===== src/hdl/sacvb_pkg.sv =====
`timescale 1ns / 1ps
`default_nettype none
// ----------------------------------------------------------------------------
// sacvb_pkg
// Shared types and codes for the set-associative cache with victim buffer.
// ----------------------------------------------------------------------------
package sacvb_pkg;

  // Access outcome codes
  typedef enum logic [1:0] {
    OUT_SET_HIT = 2'd0,
    OUT_BUF_HIT = 2'd1,
    OUT_MISS    = 2'd2
  } outcome_t;

  // Controller states
  typedef enum logic [1:0] {
    ST_IDLE   = 2'd0,
    ST_READ   = 2'd1,
    ST_UPDATE = 2'd2,
    ST_OUTPUT = 2'd3
  } state_t;

  // Commands from controller to datapath
  typedef struct packed {
    logic capture;   // latch the incoming access
    logic update;    // compare, replace and write back the set and buffer
    logic take_out;  // result transfer completed
  } ctrl_cmd_t;

  // Status from datapath to controller
  typedef struct packed {
    logic out_full;
  } ctrl_sts_t;

endpackage
`default_nettype wire


===== src/hdl/sacvb_ctrl.sv =====
`timescale 1ns / 1ps
`default_nettype none
// ----------------------------------------------------------------------------
// sacvb_ctrl
// Sequencer: accept, read set, update, hand off result.
// ----------------------------------------------------------------------------
module sacvb_ctrl (
  input  wire logic                  clk,
  input  wire logic                  rst,
  input  wire logic                  in_valid,
  output logic                       in_ready,
  input  wire logic                  out_ready,
  input  wire sacvb_pkg::ctrl_sts_t  sts,
  output sacvb_pkg::ctrl_cmd_t       cmd
);
  import sacvb_pkg::*;

  state_t state, state_next;

  // State register
  always_ff @(posedge clk) begin
    if (rst) begin
      state <= ST_IDLE;
    end else begin
      state <= state_next;
    end
  end

  // Next state and commands
  always_comb begin
    state_next   = state;
    in_ready     = 1'b0;
    cmd.capture  = 1'b0;
    cmd.update   = 1'b0;
    cmd.take_out = sts.out_full & out_ready;
    case (state)
      ST_IDLE: begin
        in_ready = 1'b1;
        if (in_valid) begin
          cmd.capture = 1'b1;
          state_next  = ST_READ;
        end
      end
      ST_READ: begin
        state_next = ST_UPDATE;
      end
      ST_UPDATE: begin
        // result register must be free before the new result lands
        if (!sts.out_full || out_ready) begin
          cmd.update = 1'b1;
          state_next = ST_IDLE;
        end
      end
      default: begin
        state_next = ST_IDLE;
      end
    endcase
  end

  // Update only runs after a read
  assert property (@(posedge clk) disable iff (rst)
    cmd.update |-> $past(state) == ST_READ || $past(state) == ST_UPDATE)
    else $error("update without set read");
  assert property (@(posedge clk) disable iff (rst)
    cmd.capture |=> state == ST_READ)
    else $error("capture did not start a read");
  assert property (@(posedge clk) disable iff (rst)
    !(cmd.capture && cmd.update))
    else $error("capture and update together");

endmodule
`default_nettype wire


===== config.mk =====
export PLATFORM = sky130hd
export DESIGN_NAME = sacvb_ctrl
export DESIGN_NICKNAME = d
export VERILOG_FILES = /design/src/hdl/sacvb_pkg.sv /design/src/hdl/sacvb_ctrl.sv
export SDC_FILE = /design/constraint.sdc
export NUM_CORES = 1
export LEC_CHECK = 0
export ABC_AREA = 1
export ABC_CLOCK_PERIOD_IN_PS = 1120
export BUFFER_PORTS_ARGS = -buffer_cell sky130_fd_sc_hd__buf_4
export CAP_MARGIN = 25
export CORE_AREA = 5 5 42 44
export DETAILED_ROUTE_END_ITERATION = 10
export DIE_AREA = 0 0 47 49
export GPL_ROUTABILITY_DRIVEN = 1
export PLACE_DENSITY = 0.33
export SYNTH_ARGS = -nofsm -noshare
export SYNTH_HDL_FRONTEND = slang
export SYNTH_SLANG_ARGS = --single-unit

===== constraint.sdc =====
create_clock -name clk -period 1.12 [get_ports clk]
set_input_delay 0.056 -clock clk [delete_from_list [all_inputs] [get_ports clk]]
set_output_delay 0.056 -clock clk [all_outputs]
set_load 0.01 [all_outputs]

==> impl_results.md, run 1 <==
* Status: completed
* Vias in the first global route at 144
* Via count at 141
* DR iter-0 viols at 5
* Starting Density at 0.0786
* First-pass GRT wire length at 524 um
* Largest family of logic cells by synthesized area: simple AND/OR/NAND/NOR gates
* Pin count of the biggest net entering global routing at 5
* Biggest regs: state (2)
* Critical Setup Path Class: reg2out
* IO Port Bufs at 8
* Slowest cell on crit path: dfxtp_2
* Share of layout cells above drive strength 1 at 0.483
* CP Cell Sequence: or2_4 > nor2_1 > buf_4
* Fillers at 172
* FF-to-FF Start: state[0]
* Hold Vio Cnt, Final at 0
* CP max FO at 4
* Clk_lat worst skew at 0.23 ns
* Cells after Synth at 17
* Crit share post-route at 0.952
* Biggest register: state
* Drt first pass iters at 2
* Largest stage delay on the critical path at 0.32 ns
* Leakage at 0.116 nW
* Multiplexer area fraction after synthesis at 0
* Worst Path Buf+Inv at 1
* Total power at 0.000296 W
* Met3 WL at 43 um
* M1 wire length at 95 um
* Clk sinks at 2
* Critical Path Source Type: flop
* Initial antenna violation count at 0
* RSZ-0062 raised after global routing: false
* Die ar. at 0.00230 mm2
* DR top layer: met3
* Total number of yosys warnings at 0
* Leading area contributor after synthesis: dfxtp_1
* Worst Max-Slew Pin Slew at 0.152 ns
* CP Data Required Time at 1.06 ns
* Area added between synthesis and finish at 103%
* Multi-input gate area at 51.3 um2
* Vias per cell at 3.13
* Synthesized Nets at 22
* Max reg flops at 2
* Gp weighted congestion at 0.642
* PwrDens at 1320 mW/mm2
* Post-synth EDFFs at 0
* Height of the die at 49 um
* Worst-path clk slew at 0.03 ns
* Final ANT Viol Nets at 0
* I/O pin cnt at 9
* Setup violations, final at 0
* Hold WC Path Type: in2reg
* Cell with the most instances after synthesis: inv_1
* Row count at 14
* Final HPWL from detailed placement at 234 um
* Reg2reg end: state[0]
* WHS Endpoint: state[0]
* H-Tree Depth at 1
* Synth Area in XOR/XNOR at 0
* Fmax at 0.938 GHz
* Diodes inserted at 0
* Tmin final at 1.07 ns
* Total negative slack at 0 ns
* Clock Tree Buf Depth at 2
* Syn Area/Cell at 6.48 um2
* Max Slew Vio Count at 0
* Post-CTS Setup Bufs at 0
* Simple-gate area share of the yosys netlist at 0.420
* Top FF cell, synth: dfxtp_1
* Post-synth top cells: inv_1 (5), nand2_1 (3), nor2_1 (3)
* Synth top area share at 0.364
* CP Data Arrival Time at 1.01 ns
* Register cell area after layout at 41.3 um2
* Synth Cell Area at 110 um2
* Worst hold start: in_valid
* GRT Total Usage at 0.0373
* Tightest slew margin relative to the limit at 0.898
* Die X at 47 um
* Top post-synthesis cells by area: dfxtp_1 (36%), inv_1 (17%), nand2_1 (10%), nor2_1 (10%), nor3_2 (9.1%)
* Seq/Total Area, Yosys at 0.364
* Met2 routed WL at 159 um
* Clock root buffer: clkbuf_4
* Ys async rst share at 0
* Hold WS at 0.0875 ns
* Cell variety after synth at 8
* Max-Cap Viols at 0
* Reg2Reg Depth at 2
* Worst Hold Depth at 3
* CP Capture Type: output pin
* Nets at 36
* #FFs+latches synth at 2
* Total gr overflow at 0
* CP delay by family, top: simple AND/OR/NAND/NOR gates
* Reg-to-reg slack, setup at 0.38 ns
* CTS tree: yes
* Residual DRC count at 0
* Post-Synth Adder-Cell Area at 0
* Worst Skew at 0.00609 ns
* Routed WL at 299 um
* WL per Instance at 6.64 um
* Compound-gate portion of the synthesized area at 0.0455
* Core box area at 0.00140 mm2
* Peak VDD IR at 0.150 mV
* TritonCTS Buffers at 3
-- routing by layer --
metal	up-vias	GRT usage
met5	-	0
met4	0	0.0276
met3	0	0.0554
li1	74	-
met1	62	0.0263
met2	5	0.0452
-- repair_timing --
action / 4_1_cts / 5_1_grt
gates resized for setup: 0 / 1
setup endpoints to repair: 0 / 1
hold endpoints to repair: 1 / 0
hold buffers: 1 / 0
-- layout by cell type, fill, tap and decap left out --
cell | Yosys | routed
buf_4 | 0 | 8
inv_1 | 5 | 5
nand2_1 | 3 | 3
nor2_1 | 3 | 3
clkbuf_4 | 0 | 3
or2_4 | 1 | 1
nor3_1 | 1 | 1
a21oi_1 | 1 | 1
nor3_2 | 1 | 1
dlygate4sd3_1 | 0 | 1
dfxtp_2 | 0 | 1
dfxtp_1 | 2 | 1
-- worst reg2reg max path: stages, from the launching register on --
cell     delay, ns
dfxtp_2       0.32
or2_4         0.26
nor3_2        0.09
-- cell type report --
cell class	count	share of cell area
Inverter	5	0.0838
Tap cell	16	0.0894
Timing Repair Buffer	9	0.313
Clock buffer	3	0.101
Multi-Input combinational cell	10	0.229
Sequential cell	2	0.184
-- kinds of logic after synthesis --
logic type | Yosys count
compound gates | 1
flops | 2
simple gates | 9
buf+inv | 5
-- power breakdown --
group,switching [W],internal (W),total [W],leakage (nW)
registers,0.00000298,0.0000764,0.0000794,0.0168
clock network,0.0000421,0.000118,0.000160,0.0138
logic,0.0000231,0.0000329,0.0000560,0.0854
total,0.0000682,0.000228,0.000296,0.116
-- how the worst max path moves through the flow --
stage | startpoint | to | depth (start not counted) | slack (ns)
after floorplan | state[0] | cmd[2] | 2 | 0.33
after global placement | state[0] | cmd[2] | 3 | 0.27
after detailed placement | state[0] | cmd[2] | 3 | 0.28
after CTS | state[0] | cmd[2] | 3 | 0.03
after global routing | state[0] | cmd[2] | 3 | 0.008
final | state[0] | cmd[2] | 3 | 0.05
-- through the flow --
step / worst slack (ns) / util / instances / cell area [um2]
after floorplan: 0.334 / - / 17 / 110
after global placement: 0.271 / 0.136 / 41 / 190
after detailed placement: 0.279 / 0.136 / 41 / 190
after CTS: 0.0296 / 0.159 / 45 / 223
after global routing: 0.00830 / 0.160 / 45 / 224
final: 0.0540 / 0.160 / 45 / 224
Note: power is estimated with default switching activity, not from simulation.
==> inputs of run 2 (changes only) <==
- CORE_AREA: 5 5 42 44 -> 2 2 39 41
- DIE_AREA: 0 0 47 49 -> 0 0 41 43
==> run 2 against run 1 <==
Effect of this change:
- clock skew decreased by 0.0036 ns
- hold slack improved by 0.021 ns
- utilization increased by 0.29 points
- cell count unchanged
- combinational power increased by 3%
- first-iteration DRC count decreased by 80%
- via count decreased by 2.1%
- critical path type unchanged
- critical endpoint unchanged
==> impl_results.md, run 2 (same netlist as run 1, synthesis figures left out) <==
* IO Port Bufs at 8 (unchanged)
* Row count at 14 (unchanged)
* Core box area at 0.00138 mm2 (-1.2%)
* Post-route setup slack at 0.0556 ns (+0.00156 ns)
* Clock root buffer: clkbuf_4
* Worst hold start: out_ready
* Area added between synthesis and finish at 105%
* Worst-path clk slew at 0.03 ns (about the same)
* Hold WS at 0.108 ns (+0.0209 ns)
* First-pass GRT wire length at 489 um (-6.7%)
* Starting Density at 0.0796 (+0.000995)
* Share of layout cells above drive strength 1 at 0.483 (unchanged)
* Worst Max-Slew Pin Slew at 0.166 ns (+0.0131 ns)
* Routed WL at 282 um (-5.7%)
* CTS tree: yes
* Biggest register: state
* PwrDens at 1310 mW/mm2 (-1.0%)
* Tmin final at 1.06 ns (-0.00156 ns)
* Height of the die at 43 um (-12%)
* Clock Tree Buf Depth at 2 (unchanged)
* Final instance area at 225 um2 (+0.56%)
* Final ANT Viol Nets at 0 (unchanged)
* Peak VDD IR at 0.287 mV (+91%)
* Most common cell after layout, fill and taps aside: buf_4
* Residual DRC count at 0 (unchanged)
* Clk_lat worst skew at 0.22 ns (about the same)
* WL per Instance at 6.27 um (-5.7%)
* Max-Cap Viols at 0 (unchanged)
* Dpl ws at 0.255 ns (-0.0236 ns)
* Initial antenna violation count at 0 (unchanged)
* I/O pin cnt at 9 (unchanged)
* Die X at 41 um (-13%)
* Hold WC Path Type: in2reg
* Max reg flops at 2 (unchanged)
* Tightest slew margin relative to the limit at 0.889 (-0.00880)
* Most frequent cells in the layout: buf_4 (8), inv_1 (5), nand2_1 (3), clkbuf_4 (3)
* CP Data Arrival Time at 1.01 ns (about the same)
* Diodes inserted at 0 (unchanged)
* Drt first pass iters at 2 (unchanged)
* H-Tree Depth at 1 (unchanged)
* Vias in the first global route at 143 (-0.69%)
* Die ar. at 0.00176 mm2 (-23%)
* Final HPWL from detailed placement at 236 um (+0.68%)
* Gp weighted congestion at 0.582 (-9.4%)
* Fmax at 0.939 GHz (+0.15%)
* Pin count of the biggest net entering global routing at 5 (unchanged)
* Critical Setup Path Class: reg2out
* Status: completed
* RSZ-0062 raised after global routing: false
* Crit share post-route at 0.950 (-0.00139)
* Leakage at 0.116 nW (-0.21%)
* Max Slew Vio Count at 0 (unchanged)
* CP max FO at 4 (unchanged)
* TritonCTS Buffers at 3 (unchanged)
* Biggest regs: state (2)
* Critical Path Source Type: flop
* CP Capture Type: output pin
* CP Data Required Time at 1.06 ns (about the same)
* Hold Vio Cnt, Final at 0 (unchanged)
* DR iter-0 viols at 1 (-4)
* Clk sinks at 2 (unchanged)
* Total gr overflow at 0 (unchanged)
* Total negative slack at 0 ns (unchanged)
* Worst Skew at 0.00253 ns (-0.00356 ns)
* Via count at 138 (-2.1%)
* Setup violations, final at 0 (unchanged)
* FF-to-FF Start: state[0]
* Worst Setup SP: state[0]
* Nets at 36 (unchanged)
* Area after DPL at 190 um2 (unchanged)
* Vias per cell at 3.07 (-2.1%)
* GRT Total Usage at 0.0501 (+0.0128)
run 2: changes by cell type in the layout (fill, tap and decap cells not counted):
cell,delta
dfxtp_1,+1
dfxtp_2,-1
nor2_2,+1
nor2_1,-1
run 2: path summary, 6_finish.rpt:
path                            cells after the start        to  slack (ns)
worst min register to register                      2  state[1]        0.49
worst max-delay path                                3    cmd[2]        0.06
worst min-delay path                                4  state[1]        0.11
worst max register to register                      2  state[0]        0.36
run 2: final cells by class:
type,count,area [um2]
fillers,167,1160
repair buffers,9,70.1
multi-input cells,10,53.8
flip-flops and latches,2,40.0
clock buffers,3,22.5
well taps,16,20.0
inverters,5,18.8
run 2: worst max-delay path, stage by stage (launching register included):
cell     delay (ns)
dfxtp_1        0.32
or2_4          0.27
nor2_2         0.08
buf_4          0.12
run 2: report_power, final:
| group | switching, W | leakage [nW] | internal [W] |
|---|---|---|---|
| Clock | 0.0000401 | 0.0138 | 0.000118 |
| Sequential | 0.00000293 | 0.0165 | 0.0000759 |
| Combinational | 0.0000240 | 0.0855 | 0.0000334 |
run 2: routing by layer:
layer / vias up / GRT usage / part of all wire / wire, um
met3: 0 / 0.0628 / 0.082 / 23
met2: 3 / 0.0594 / 0.57 / 161
met4: 0 / 0.0600 / 0 / 0
met5: - / 0 / 0 / 0
met1: 61 / 0.0318 / 0.34 / 97
li1: 74 / - / - / -
run 2: metrics by stage:
| step | total power [W] | util | std cells |
|---|---|---|---|
| 6_report | 0.000295 | 0.163 | 45 |
| 5_1_grt | 0.000325 | 0.163 | 45 |
| 4_1_cts | 0.000308 | 0.161 | 45 |
| 3_5_place_dp | 0.000134 | 0.137 | 41 |
| 3_3_place_gp | 0.000133 | 0.137 | 41 |
| 2_1_floorplan | 0.000105 | - | 17 |
run 2: repair_timing:
item | in CTS | in global routing
setup endpoints to repair | 0 | 1
gates resized for setup | 0 | 1
hold buffers | 1 | 0
setup buffers | 0 | 0
hold endpoints to repair | 2 | 0
